File: config.mk
export PLATFORM = sky130hd
export DESIGN_NAME = ipv4_address_extractor
export DESIGN_NICKNAME = d
export VERILOG_FILES = /design/src/rtl/ipv4ae_pkg.sv /design/src/rtl/ipv4_address_extractor.sv /design/src/rtl/ipv4ae_scan.sv
export SDC_FILE = /design/constraint.sdc
export NUM_CORES = 1
export LEC_CHECK = 0
export BUFFER_PORTS_ARGS = -buffer_cell sky130_fd_sc_hd__buf_4
export CAP_MARGIN = 10
export CORE_UTILIZATION = 39
export CTS_BUF_LIST = sky130_fd_sc_hd__clkbuf_16
export CTS_CLUSTER_SIZE = 40
export DETAILED_ROUTE_END_ITERATION = 16
export GPL_ROUTABILITY_DRIVEN = 1
export GPL_TIMING_DRIVEN = 0
export PLACE_DENSITY = 0.58
export SETUP_SLACK_MARGIN = 0.02
export SYNTH_ARGS = -nofsm -noshare
export SYNTH_HDL_FRONTEND = slang
export SYNTH_SLANG_ARGS = --single-unit
File: constraint.sdc
create_clock -name aclk -period 4 [get_ports aclk]
set_input_delay 0.8 -clock aclk [delete_from_list [all_inputs] [get_ports aclk]]
set_output_delay 0.8 -clock aclk [all_outputs]
set_load 0.05 [all_outputs]
File: src/rtl/ipv4ae_pkg.sv
// Shared types and character constants for the IPv4 address extractor.
// No dependencies.
`default_nettype none

package ipv4ae_pkg;

    localparam logic [7:0] CH_SPACE    = 8'h20;
    localparam logic [7:0] CH_TAB      = 8'h09;
    localparam logic [7:0] CH_COMMA    = 8'h2C;
    localparam logic [7:0] CH_SEMI     = 8'h3B;
    localparam logic [7:0] CH_LPAREN   = 8'h28;
    localparam logic [7:0] CH_RPAREN   = 8'h29;
    localparam logic [7:0] CH_DQUOTE   = 8'h22;
    localparam logic [7:0] CH_SQUOTE   = 8'h27;
    localparam logic [7:0] CH_LBRACKET = 8'h5B;
    localparam logic [7:0] CH_COLON    = 8'h3A;
    localparam logic [7:0] CH_DOT      = 8'h2E;
    localparam logic [7:0] CH_ZERO     = 8'h30;
    localparam logic [7:0] CH_NINE     = 8'h39;

    localparam logic [11:0] OCTET_MAX   = 12'd255;
    localparam logic [1:0]  DIGITS_MAX  = 2'd3;
    localparam logic [2:0]  OCTETS_MAX  = 3'd4;
    localparam logic [2:0]  OCTETS_HEAD = 3'd3;

    typedef struct packed {
        logic        active;
        logic        rejected;
        logic        port_skip;
        logic [2:0]  octet_count;
        logic [7:0]  octet_accum;
        logic [1:0]  digit_count;
        logic [23:0] partial_addr;
        logic        match_found;
        logic [31:0] match_addr;
    } tok_state_t;

endpackage

`default_nettype wire

File: src/rtl/ipv4_address_extractor.sv
// IPv4 address extractor top level: input register, scanner, result register.
// Depends on ipv4ae_pkg and ipv4ae_scan.
//
// Usage:
//   s_axis carries one text byte per request (tdata), a byte-present flag
//   (tuser) and the end-of-cell mark (tlast). A request with tuser low and
//   tlast high ends a cell without a byte.
//   m_axis gives one result per cell: tuser = found, tdata = address with
//   the first octet in bits 31..24, zero when nothing was found.
//   Throughput: one request per cycle while s_axis_tready is high; each
//   byte is a single state update. A tlast request loads the input
//   register when it is taken; the scanner then feeds the result register,
//   which raises m_axis_tvalid, once that register is free or being taken.
//   A stalled m_axis holds the result; non-last bytes keep flowing behind
//   it, and s_axis_tready drops only when a second tlast request reaches the
//   scanner while the result register is still full.
//   Reset (aresetn low, synchronous) empties both registers and clears the
//   token and match state.
`default_nettype none

module ipv4_address_extractor import ipv4ae_pkg::*; (
    input  wire logic        aclk,
    input  wire logic        aresetn,
    input  wire logic        s_axis_tvalid,
    output logic             s_axis_tready,
    input  wire logic [7:0]  s_axis_tdata,   // [7:0] char_code
    input  wire logic        s_axis_tuser,   // [0] char_valid
    input  wire logic        s_axis_tlast,   // end_of_cell
    output logic             m_axis_tvalid,
    input  wire logic        m_axis_tready,
    output logic [31:0]      m_axis_tdata,   // [31:0] address
    output logic             m_axis_tuser    // [0] found
);

    logic        in_valid_reg, in_valid_next;
    logic [7:0]  in_data_reg;
    logic        in_user_reg;
    logic        in_last_reg;
    tok_state_t  state_reg, state_next;
    logic        out_valid_reg, out_valid_next;
    logic        out_found_reg;
    logic [31:0] out_addr_reg;

    logic        consume;
    logic        s_take;
    tok_state_t  scan_state;
    logic        scan_found;
    logic [31:0] scan_addr;

    ipv4ae_scan u_scan (
        .state_in    (state_reg),
        .char_code   (in_data_reg),
        .char_valid  (in_user_reg),
        .end_of_cell (in_last_reg),
        .state_out   (scan_state),
        .found       (scan_found),
        .address     (scan_addr)
    );

    // A last byte needs a free result slot.
    assign consume       = in_valid_reg && (!in_last_reg || !out_valid_reg || m_axis_tready);
    assign s_axis_tready = !in_valid_reg || consume;
    assign s_take        = s_axis_tvalid && s_axis_tready;

    always_comb begin
        in_valid_next = in_valid_reg;
        if (s_take) begin
            in_valid_next = 1'b1;
        end else if (consume) begin
            in_valid_next = 1'b0;
        end
    end

    always_comb begin
        state_next = state_reg;
        if (consume) begin
            state_next = scan_state;
        end
    end

    always_comb begin
        out_valid_next = out_valid_reg;
        if (consume && in_last_reg) begin
            out_valid_next = 1'b1;
        end else if (m_axis_tready) begin
            out_valid_next = 1'b0;
        end
    end

    always_ff @(posedge aclk) begin
        if (!aresetn) begin
            in_valid_reg  <= 1'b0;
            state_reg     <= '0;
            out_valid_reg <= 1'b0;
        end else begin
            in_valid_reg  <= in_valid_next;
            state_reg     <= state_next;
            out_valid_reg <= out_valid_next;
        end
    end

    always_ff @(posedge aclk) begin
        if (s_take) begin
            in_data_reg <= s_axis_tdata;
            in_user_reg <= s_axis_tuser;
            in_last_reg <= s_axis_tlast;
        end
        if (consume && in_last_reg) begin
            out_found_reg <= scan_found;
            out_addr_reg  <= scan_addr;
        end
    end

    assign m_axis_tvalid = out_valid_reg;
    assign m_axis_tdata  = out_addr_reg;
    assign m_axis_tuser  = out_found_reg;

endmodule

`default_nettype wire

File: src/rtl/ipv4ae_scan.sv
// Per-byte token scanner: next token state and cell result from one request.
// Depends on ipv4ae_pkg.
`default_nettype none

module ipv4ae_scan import ipv4ae_pkg::*; (
    input  tok_state_t  state_in,
    input  logic [7:0]  char_code,
    input  logic        char_valid,
    input  logic        end_of_cell,
    output tok_state_t  state_out,
    output logic        found,
    output logic [31:0] address
);

    function automatic logic is_sep(input logic [7:0] c);
        case (c) inside
            CH_SPACE, CH_TAB, CH_COMMA, CH_SEMI,
            CH_LPAREN, CH_RPAREN, CH_DQUOTE, CH_SQUOTE: return 1'b1;
            default: return 1'b0;
        endcase
    endfunction

    // Token end acts as a closing dot.
    function automatic tok_state_t close_tok(input tok_state_t s);
        tok_state_t r;
        r = '0;
        r.match_found = s.match_found;
        r.match_addr  = s.match_addr;
        if (s.active && !s.rejected && !s.match_found &&
            s.digit_count != 2'd0 && s.octet_count == OCTETS_HEAD) begin
            r.match_found = 1'b1;
            r.match_addr  = {s.partial_addr, s.octet_accum};
        end
        return r;
    endfunction

    tok_state_t  st;
    tok_state_t  closed;
    logic [11:0] octet_value;
    logic        is_digit;

    assign is_digit    = (char_code >= CH_ZERO) && (char_code <= CH_NINE);
    assign octet_value = {1'b0, state_in.octet_accum, 3'b000}
                       + {3'b000, state_in.octet_accum, 1'b0}
                       + {8'd0, char_code[3:0]};

    always_comb begin
        st = state_in;
        if (char_valid && !state_in.match_found) begin
            if (is_sep(char_code)) begin
                st = close_tok(state_in);
            end else begin
                if (!st.active) begin
                    st.active = 1'b1;
                    if (char_code == CH_LBRACKET) begin
                        st.rejected = 1'b1;
                    end
                end
                if (!st.rejected && !st.port_skip) begin
                    if (char_code == CH_COLON) begin
                        st.port_skip = 1'b1;
                    end else if (is_digit) begin
                        if (st.digit_count == DIGITS_MAX || octet_value > OCTET_MAX) begin
                            st.rejected = 1'b1;
                        end else begin
                            st.octet_accum = octet_value[7:0];
                            st.digit_count = st.digit_count + 2'd1;
                        end
                    end else if (char_code == CH_DOT) begin
                        if (st.digit_count == 2'd0 || st.octet_count >= OCTETS_MAX) begin
                            st.rejected = 1'b1;
                        end else begin
                            st.partial_addr = {st.partial_addr[15:0], st.octet_accum};
                            st.octet_count  = st.octet_count + 3'd1;
                            st.octet_accum  = 8'd0;
                            st.digit_count  = 2'd0;
                        end
                    end else begin
                        st.rejected = 1'b1;
                    end
                end
            end
        end
    end

    assign closed  = close_tok(st);
    assign found   = closed.match_found;
    assign address = closed.match_found ? closed.match_addr : 32'd0;

    always_comb begin
        if (end_of_cell) begin
            state_out = '0;
        end else begin
            state_out = st;
        end
    end

endmodule

`default_nettype wire

# ---- After elaboration in Yosys (flattened, before gate mapping)
# Cells that the tools add are included.
# Widths: inputs -> output; s select.
dict set report word_totals {
  romBits 0
  latch_bits 0
  input_bits 14
  output_inout_bits 35
  ram_bits 0
  memories 0
  regBits 118
}
dict set report op_classes {
  shifts 0
  add_sub_neg 4
  div 0
  n_eq_ne 14
  bitwise_logic 0
  multipliers 0
  reduce_logical 38
  order_cmp 4
  n_mux 30
}
# op count
set ops {}
lappend ops {{$mux 73} 2}
lappend ops {{$mux 37} 3}
lappend ops {{$mux 33} 3}
lappend ops {{$eq 8x6->1 const B} 9}
lappend ops {{$mux 40} 1}
lappend ops {{$mux 39} 1}
lappend ops {{$mux 24} 1}
lappend ops {{$mux 10} 2}
lappend ops {{$logic_and 1x1->1} 14}
lappend ops {{$mux 1} 14}
lappend ops {{$add 11x9->12} 1}
lappend ops {{$add 12x4->12} 1}
lappend ops {{$gt 12x8->1 const B} 1}
lappend ops {{$reduce_bool 2->1} 5}
lappend ops {{$logic_not 1->1} 9}
lappend ops {{$eq 8x4->1 const B} 1}
lappend ops {{$eq 8x7->1 const B} 1}
lappend ops {{$ge 8x6->1 const B} 1}
lappend ops {{$le 8x6->1 const B} 1}
lappend ops {{$reduce_or 8->1} 1}
lappend ops {{$eq 3x2->1 const B} 2}
lappend ops {{$reduce_bool 3->1} 2}
lappend ops {{$logic_or 1x1->1} 5}
lappend ops {{$mux 2} 2}
lappend ops {{other kinds (7)} 7}

# ---- Logic depth before layout (Yosys ltp)
# Gate-level depths: netlist of the first run.
dict set report depth {
  ltp_word 19
  mapped_depth 14
}

# ---- By module
# A second synthesis of the first run with hierarchy kept.
dict set report unflattened {
  cells_unflattened 724
  area_unflattened_um2 7089.3
}
# mod cells_per_inst seq_area_each_um2 area_per_inst_um2 n_inst
set by_module_without_submodules {}
lappend by_module_without_submodules {ipv4_address_extractor 370 2792.7 4359.2 1}
lappend by_module_without_submodules {ipv4ae_scan 354 0.0 2730.1 1}

# ---- Least setup slack after synthesis of the first run
# Ideal clock, no wire load.
dict set report synth_timing {
  path_type {register to register}
  startpoint {reg in_data_reg[3]}
  endpoint {reg state_reg[57] (netlist bit)}
  arrival_time_ns 3.489
  setup_ns 0.121
  path_buffers 1
  synth_period_minus_slack_ns 3.610
  slack_ns 0.390
  path_stages_with_launch 14
  path_cell_list {edfxtp_1 -> inv_1 -> fa_1 -> inv_1 -> fa_1 -> a211oi_1 -> o21ai_1 -> o31ai_1 -> a41oi_1 -> or4_4 -> buf_6 -> a31o_4 -> and2_4 -> mux2_2}
}
dict set report synth_via {
  elab_chain_len 11
  word_cells_on_any_way 34
  cone_classes {add/sub (1); order compare (3); eq/ne (11); mux (14); reduce/logical (5)}
}
# element line_no
set synth_rtl {}
lappend synth_rtl {{start: declaration} ipv4_address_extractor.sv:36} ;# logic [7:0] in_data_reg;
lappend synth_rtl {{start signal: assignment} ipv4_address_extractor.sv:104} ;# in_data_reg <= s_axis_tdata;
lappend synth_rtl {{parallel branches: the longest is 8 deep, another holds $add 12x4->12} --}
lappend synth_rtl {{$mux 40 *} ipv4ae_scan.sv:50} ;# if (is_sep(char_code)) begin
lappend synth_rtl {{$mux 73 *} ipv4ae_scan.sv:49} ;# if (char_valid && !state_in.match_found) begin
lappend synth_rtl {{$mux 73 *} ipv4ae_scan.sv:91} ;# if (end_of_cell) begin
lappend synth_rtl {{end signal: assignment} ipv4_address_extractor.sv:97} ;# state_reg <= state_next;
lappend synth_rtl {{end: declaration} ipv4_address_extractor.sv:39} ;# tok_state_t state_reg, state_next;
# Every way passes the cells marked *. The select of a mux whose other input is x is not followed.
# A chain may end at the register's enable or synchronous reset.

# ---- Worst setup path after layout of the first run
dict set report layout_timing {
  startpoint {reg in_data_reg[2]}
  endpoint {reg out_addr_reg[16] (netlist: m_axis_tdata[16]), data pin}
}
dict set report layout_via {
  elab_chain_len 18
  word_cells_on_any_way 50
  cone_classes {add/sub (1); order compare (3); eq/ne (12); mux (22); reduce/logical (12)}
}
# element line_no
set layout_rtl {}
lappend layout_rtl {{parallel branches: the longest is 11 deep, another holds $add 12x4->12} --}
lappend layout_rtl {{$mux 73 *} ipv4ae_scan.sv:49}
lappend layout_rtl {{$logic_not 1->1} ipv4ae_scan.sv:29} ;# if (s.active && !s.rejected && !s.match_found &&
lappend layout_rtl {{$logic_and 1x1->1 (3 in a row)} ipv4ae_scan.sv:29}
lappend layout_rtl {{$logic_and 1x1->1} ipv4ae_scan.sv:30} ;# s.digit_count != 2'd0 && s.octet_count == OCTETS_HEAD) begin
lappend layout_rtl {{$mux 33 *} ipv4ae_scan.sv:29}
lappend layout_rtl {{end signal: assignment} ipv4_address_extractor.sv:110} ;# out_addr_reg <= scan_addr;
lappend layout_rtl {{end: declaration} ipv4_address_extractor.sv:42} ;# logic [31:0] out_addr_reg;
# Marks and branches as above.

==> results.tsv, run 1 <==
stage	metric	value	unit
placed_design	GP Congestion	0.832	
placed_design	placed cell count	825	
sta	Finish-stage setup viols	0	
sta	Final Max Tran Viols	0	
floorplanning	Starting Density	0.405	
sta	RSZ-0062 raised after global routing	no	
routing	final wirelength	15.6	mm
synthesis	Mapped Nets	633	
synthesis	mapped cell area	0.00568	sq mm
sta	Fin. Hold Viols	0	
cells_and_area	Area Overhead vs Synth	21.5	%
grt	vias in the first global route	4596	
pwr	Lkg Pwr	0.00253	uW
routing	Pre-antenna DRT Iters	7	
floorplanning	Horiz. Die Dim	123	microns
synthesis	Avg Inst Size Synth	9.51	sq um
routing	Vias	4950	
cts	CTS tree	done	
cts	# H-tree levels	4	
critical_path	setup slack, reg-to-reg	0.21	ns
synthesis	Yosys top cell by area	dfxtp_1	
floorplanning	CORE AREA	0.0140	sq mm
placed_design	detailed placement HPWL	10.9	mm
sta	f_max	264	MHz
floorplanning	row cnt	43	
sta	Worst Skew	0.00684	ns
synthesis	main flop type after synthesis	dfxtp_1	
critical_path	r2r startpoint	in_data_reg[2]$_DFFE_PP_	
pwr	Worst IR Drop VDD	0.325	mV
sta	final worst-path cycle share	0.948	
sta	Rel. slew slack	0.304	
critical_path	crit path launch type	flip-flop	
synthesis	Async SR Flop Fraction	0	
critical_path	Worst Reg2Reg Path Length in Cells	12	
critical_path	Worst Path Max Fanout	10	
cts	Root Buffer	clkbuf_16	
cts	CTS Hold Bufs	0	
sta	Slew @ Worst Pin	1.04	ns
cells_and_area	FILL cells	1289	
sta	Final TNS setup	0	ns
synthesis	Synth area leaders	dfxtp_1 (26%), edfxtp_1 (23%), a22oi_1 (12%)	
cells_and_area	Ant. Diodes	0	
grt	largest net degree at the start of global routing	36	
routing	DRC Markers	0	
critical_path	Worst Path Arrival	4.03	ns
placed_design	Post-Place Worst Slack	-0.362	ns
synthesis	sequential area share after synthesis	0.491	
critical_path	crit path kind	reg -> reg	
cells_and_area	post-route insts no fill	858	
cts	CTS buffer count	17	
cells_and_area	Finished Core Util	0.492	
cts	Clk Latency, worst-skew pair	0.41	ns
synthesis	Synth Warn #	0	
synthesis	Post-synth EDFFs	43	
routing	violation count after the first detailed-route iteration	378	
pwr	total power	2870	uW
floorplanning	die area	0.0151	sq mm
routing	Routed WL per cell	18.1	microns
hold_path	hold crit path type	reg -> reg	
critical_path	RR Endpoint	m_axis_tdata[16]$_SDFFCE_PN0P_	
run_status	status	finished clean	
floorplanning	IO Pins	49	
synthesis	Yosys reg bits	118	
cells_and_area	# nets final	700	
grt	first-pass GRT wire length	24.6	mm
routing	Vias per Instance	5.77	
synthesis	Yosys top cell area share	0.264	
synthesis	distinct cell type count after synthesis	56	
critical_path	Worst EP required	4.24	ns
cts	clk sinks	118	
sta	final critical-path required period	3.79	ns
sta	worst setup margin	0.208	ns
routing	Final ANT Viol Nets	0	
critical_path	CP endpoint kind	flip-flop	
cells_and_area	share of layout cells above drive strength 1	0.155	
critical_path	end point of the critical path	m_axis_tdata[16]$_SDFFCE_PN0P_	
cells_and_area	most frequent cells in the layout	a22oi_1 (89), dfxtp_1 (72), nor2_1 (49), buf_4 (49), o21ai_0 (48)	
grt	initial antenna violation count	0	
synthesis	Post-Synthesis Cells	598	
cells_and_area	max reg flops	73	
cells_and_area	commonest non-fill, non-tap cell in the layout	a22oi_1	
floorplanning	die height	123	microns
grt	overflow left after global routing	0	
grt	Total Routing Usage GR	0.220	
placed_design	PortBufs	47	
cts	CTS clk-pin slew, worst paths	0.05	ns
critical_path	crit path launch	in_data_reg[2]$_DFFE_PP_	
cts	CTS Buffer Depth	2	
run	max cap viols	0	
pwr	Power Density	415	mW/mm^2
==> stage by stage <==
step                hold WS (ns)  cell area (sq um)
floorplan                  0.466               5680
global placement           0.477               6260
detailed placement         0.483               6260
CTS                        0.501               6870
global route               0.523               6910
finish                     0.498               6910
==> kinds of logic (layout without fill, tap and decap cells) <==
logic type / after synthesis / after routing / synth area share
AND/OR/NAND/NOR: 179 / 179 / 0.157
AO/OA/AOI/OAI: 218 / 218 / 0.253
buffers and inverters: 56 / 136 / 0.0398
flip-flops: 118 / 118 / 0.491
multiplexers: 2 / 2 / 0.00374
XOR/XNOR: 4 / 4 / 0.00616
adder cells (fa/ha/maj): 21 / 21 / 0.0489
==> metal layers <==
metal | track usage | part of all wire | up-vias
met5 | 0 | 0 | -
met1 | 0.305 | 0.46 | 2373
li1 | - | - | 2362
met4 | 0.0777 | 0.015 | 0
met3 | 0.0451 | 0.071 | 20
met2 | 0.338 | 0.46 | 195
==> what timing repair did <==
item                       4_1_cts  5_1_grt
setup buffers                    1        0
setup endpoints to repair       32       35
gates resized for setup         17       19
gates cloned                     0        0
==> area by class of cell <==
class                           instances  area (sq um)  area share
Buffer                                 41           181      0.0263
Inverter                               15          56.3     0.00815
Sequential cell                       118          2800       0.406
Tap cell                              180           225      0.0326
Clock inverter                         15           148      0.0214
Multi-Input combinational cell        424          2710       0.392
Clock buffer                           17           425      0.0616
Timing Repair Buffer                   48           360      0.0522
==> power by group <==
part	switching [uW]	total, uW	internal, uW
Clock	514	1470	958
Sequential	11.2	1270	1260
Combinational	91.4	129	37.2
Total	617	2870	2250
==> cell usage after synthesis, types with 9 or more instances <==
cell type / count
nor2_1: 49
inv_1: 14
a22oi_1: 89
nand3_1: 15
nand2_1: 45
dfxtp_1: 75
a21oi_1: 19
edfxtp_1: 43
o21ai_0: 63
ha_1: 19
clkbuf_1: 32
nor3_1: 9
and2_1: 26
==> worst min path at each step <==
stage / from / to / cells after the start
floorplan: state_reg[10]$_SDFFE_PN0P_ / state_reg[10]$_SDFFE_PN0P_ / 2
global placement: state_reg[9]$_SDFFE_PN0P_ / state_reg[9]$_SDFFE_PN0P_ / 2
detailed placement: state_reg[19]$_SDFFE_PN0P_ / state_reg[19]$_SDFFE_PN0P_ / 2
CTS: state_reg[19]$_SDFFE_PN0P_ / state_reg[19]$_SDFFE_PN0P_ / 2
global route: state_reg[20]$_SDFFE_PN0P_ / state_reg[20]$_SDFFE_PN0P_ / 2
finish: state_reg[7]$_SDFFE_PN0P_ / state_reg[7]$_SDFFE_PN0P_ / 2
==> critical path: stages, from the launching register on <==
cell and delay [ns]:
edfxtp_1 0.50, ha_1 0.34, ha_1 0.25, fa_2 0.38
a211oi_1 0.23, o21ai_1 0.15, o31ai_1 0.26, a41oi_1 0.11
or4_4 0.61, mux2i_4 0.23, nand3_4 0.13, clkbuf_4 0.22
o21ai_0 0.21
(Power assumes the default switching activity.)
==> run 2, diff against run 1 <==
==> constraint.sdc (replaced) <==
create_clock -name aclk -period 4 [get_ports aclk]
set_input_delay 0 -clock aclk [delete_from_list [all_inputs] [get_ports aclk]]
set_output_delay 0 -clock aclk [all_outputs]
set_load 0.05 [all_outputs]
==> results.tsv, run 2 (synthesized netlist as in run 1, its figures left out) <==
stage	metric	value	unit	change
critical_path	Worst Path Arrival	4.04	ns	was 4.03 ns
grt	Total Routing Usage GR	0.222		was 0.220
pwr	Lkg Pwr	0.00259	uW	was 0.00253 uW
pwr	total power	2870	uW	about the same
cells_and_area	commonest non-fill, non-tap cell in the layout	a22oi_1		unchanged
cells_and_area	post-route insts no fill	871		was 858
sta	Slew @ Worst Pin	1.05	ns	was 1.04 ns
sta	final critical-path required period	3.80	ns	was 3.79 ns
cells_and_area	share of layout cells above drive strength 1	0.152		was 0.155
cells_and_area	Ant. Diodes	0		unchanged
routing	Vias per Instance	5.73		was 5.77
grt	overflow left after global routing	0		unchanged
cts	CTS tree	done		unchanged
sta	Final Max Tran Viols	0		unchanged
run	max cap viols	0		unchanged
floorplanning	die area	0.0151	sq mm	unchanged
routing	DRC Markers	0		unchanged
run_status	status	finished clean		unchanged
routing	violation count after the first detailed-route iteration	422		was 378
cts	# H-tree levels	4		unchanged
cells_and_area	Finished Core Util	0.501		was 0.492
placed_design	detailed placement HPWL	10.9	mm	unchanged
floorplanning	row cnt	43		unchanged
critical_path	Worst Path Max Fanout	10		unchanged
sta	Final TNS setup	0	ns	unchanged
pwr	Logic pwr share	0.048		was 0.045
cells_and_area	most frequent cells in the layout	a22oi_1 (89), dfxtp_1 (72), nor2_1 (49), buf_4 (49), o21ai_0 (48)		unchanged
floorplanning	Starting Density	0.405		unchanged
pwr	Power Density	408	mW/mm^2	was 415 mW/mm^2
pwr	Clk pwr share	0.511		was 0.513
placed_design	GP Congestion	0.832		unchanged
sta	Rel. slew slack	0.300		was 0.304
hold_path	hold crit path type	in -> reg		was reg -> reg
pwr	Net Sw Frac	0.214		was 0.215
grt	initial antenna violation count	0		unchanged
cells_and_area	# nets final	713		was 700
floorplanning	IO Pins	49		unchanged
routing	Pre-antenna DRT Iters	5		was 7
floorplanning	Horiz. Die Dim	123	microns	unchanged
sta	Fin. Hold Viols	0		unchanged
critical_path	CP endpoint kind	flip-flop		unchanged
grt	vias in the first global route	4685		was 4596
routing	Final ANT Viol Nets	0		unchanged
placed_design	PortBufs	47		unchanged
critical_path	crit path kind	reg -> reg		unchanged
cells_and_area	max reg flops	73		unchanged
sta	final worst-path cycle share	0.949		was 0.948
cts	CTS buffer count	17		unchanged
pwr	Int Pwr	2260	uW	was 2250 uW
critical_path	crit path launch type	flip-flop		unchanged
pwr	sequential share of power	0.441		was 0.442
cts	Root Buffer	clkbuf_16		unchanged
pwr	Worst IR Drop VDD	0.324	mV	was 0.325 mV
routing	final wirelength	15.6	mm	about the same
grt	first-pass GRT wire length	24.9	mm	was 24.6 mm
cts	Clk Latency, worst-skew pair	0.41	ns	about the same
grt	largest net degree at the start of global routing	36		unchanged
sta	Finish-stage setup viols	0		unchanged
cts	CTS clk-pin slew, worst paths	0.05	ns	about the same
routing	Routed WL per cell	17.9	microns	was 18.1 microns
routing	Vias	4988		was 4950
floorplanning	die height	123	microns	unchanged
sta	Worst Skew	0.00641	ns	was 0.00684 ns
placed_design	Post-Place Worst Slack	-0.362	ns	unchanged
pwr	switching power	614	uW	was 617 uW
sta	worst setup margin	0.204	ns	was 0.208 ns
cts	clk sinks	118		unchanged
cts	CTS Buffer Depth	2		unchanged
sta	f_max	263	MHz	was 264 MHz
sta	RSZ-0062 raised after global routing	no		unchanged
cells_and_area	Area Overhead vs Synth	23.8	%	was 21.5%
critical_path	Worst EP required	4.24	ns	about the same
floorplanning	CORE AREA	0.0140	sq mm	unchanged
placed_design	placed cell count	825		unchanged
-- run 2: layer usage --
| layer | GRT usage | share of wire | wire length (microns) | vias to the layer above |
|---|---|---|---|---|
| met5 | 0 | 0 | 0 | - |
| met4 | 0.0777 | 0.015 | 239 | 0 |
| met3 | 0.0451 | 0.061 | 950 | 22 |
| met2 | 0.344 | 0.46 | 7190 | 184 |
| met1 | 0.305 | 0.46 | 7220 | 2392 |
| li1 | - | - | - | 2390 |
-- run 2: power groups by stage --
stage / Sequential (uW) / Clock (uW) / Combinational (uW)
finish: 1270 / 1470 / 138
floorplan: 1310 / 0 / 56.0
global placement: 1290 / 0 / 123
CTS: 1270 / 1490 / 137
detailed placement: 1290 / 0 / 125
global route: 1270 / 1550 / 149
-- run 2: cell type report --
type	instances	area (sq um)
timing repair buffer	61	490
multi-input combinational	424	2710
sequential	118	2800
clock inverter	15	148
inverter	15	56.3
fill	1275	7010
tap	180	225
clock buffer	17	425
buffer	41	181
-- run 2: timing repair --
action	in CTS	in global routing
setup buffers	1	0
endpoints found under the hold margin	12	0
hold buffers	13	0
resized for setup	17	19
gates cloned	0	0
setup endpoints to repair	32	35
-- run 2: worst max-delay path, stage by stage (launching register included) --
cell	delay, ns
edfxtp_1	0.50
ha_1	0.34
ha_1	0.25
fa_2	0.38
a211oi_1	0.23
o21ai_1	0.15
o31ai_1	0.26
a41oi_1	0.11
or4_4	0.62
mux2i_4	0.23
nand3_4	0.13
clkbuf_4	0.22
o21ai_0	0.21
-- run 2: path summary, 6_finish.rpt --
check,cells past startpoint,slack [ns],startpoint,endpoint
hold / removal,2,0.17,aresetn,state_reg[36]$_SDFFE_PN0P_
setup reg to reg,12,0.20,in_data_reg[2]$_DFFE_PP_,m_axis_tdata[16]$_SDFFCE_PN0P_
hold reg to reg,2,0.50,state_reg[19]$_SDFFE_PN0P_,state_reg[19]$_SDFFE_PN0P_
setup / recovery,12,0.20,in_data_reg[2]$_DFFE_PP_,m_axis_tdata[16]$_SDFFCE_PN0P_
-- run 2: per-stage QoR --
step | hold slack (ns) | cell area (sq um)
after floorplan | 0.0989 | 5680
after global placement | 0.178 | 6260
after detailed placement | 0.179 | 6260
after CTS | 0.185 | 7000
after global routing | 0.184 | 7040
final | 0.168 | 7040
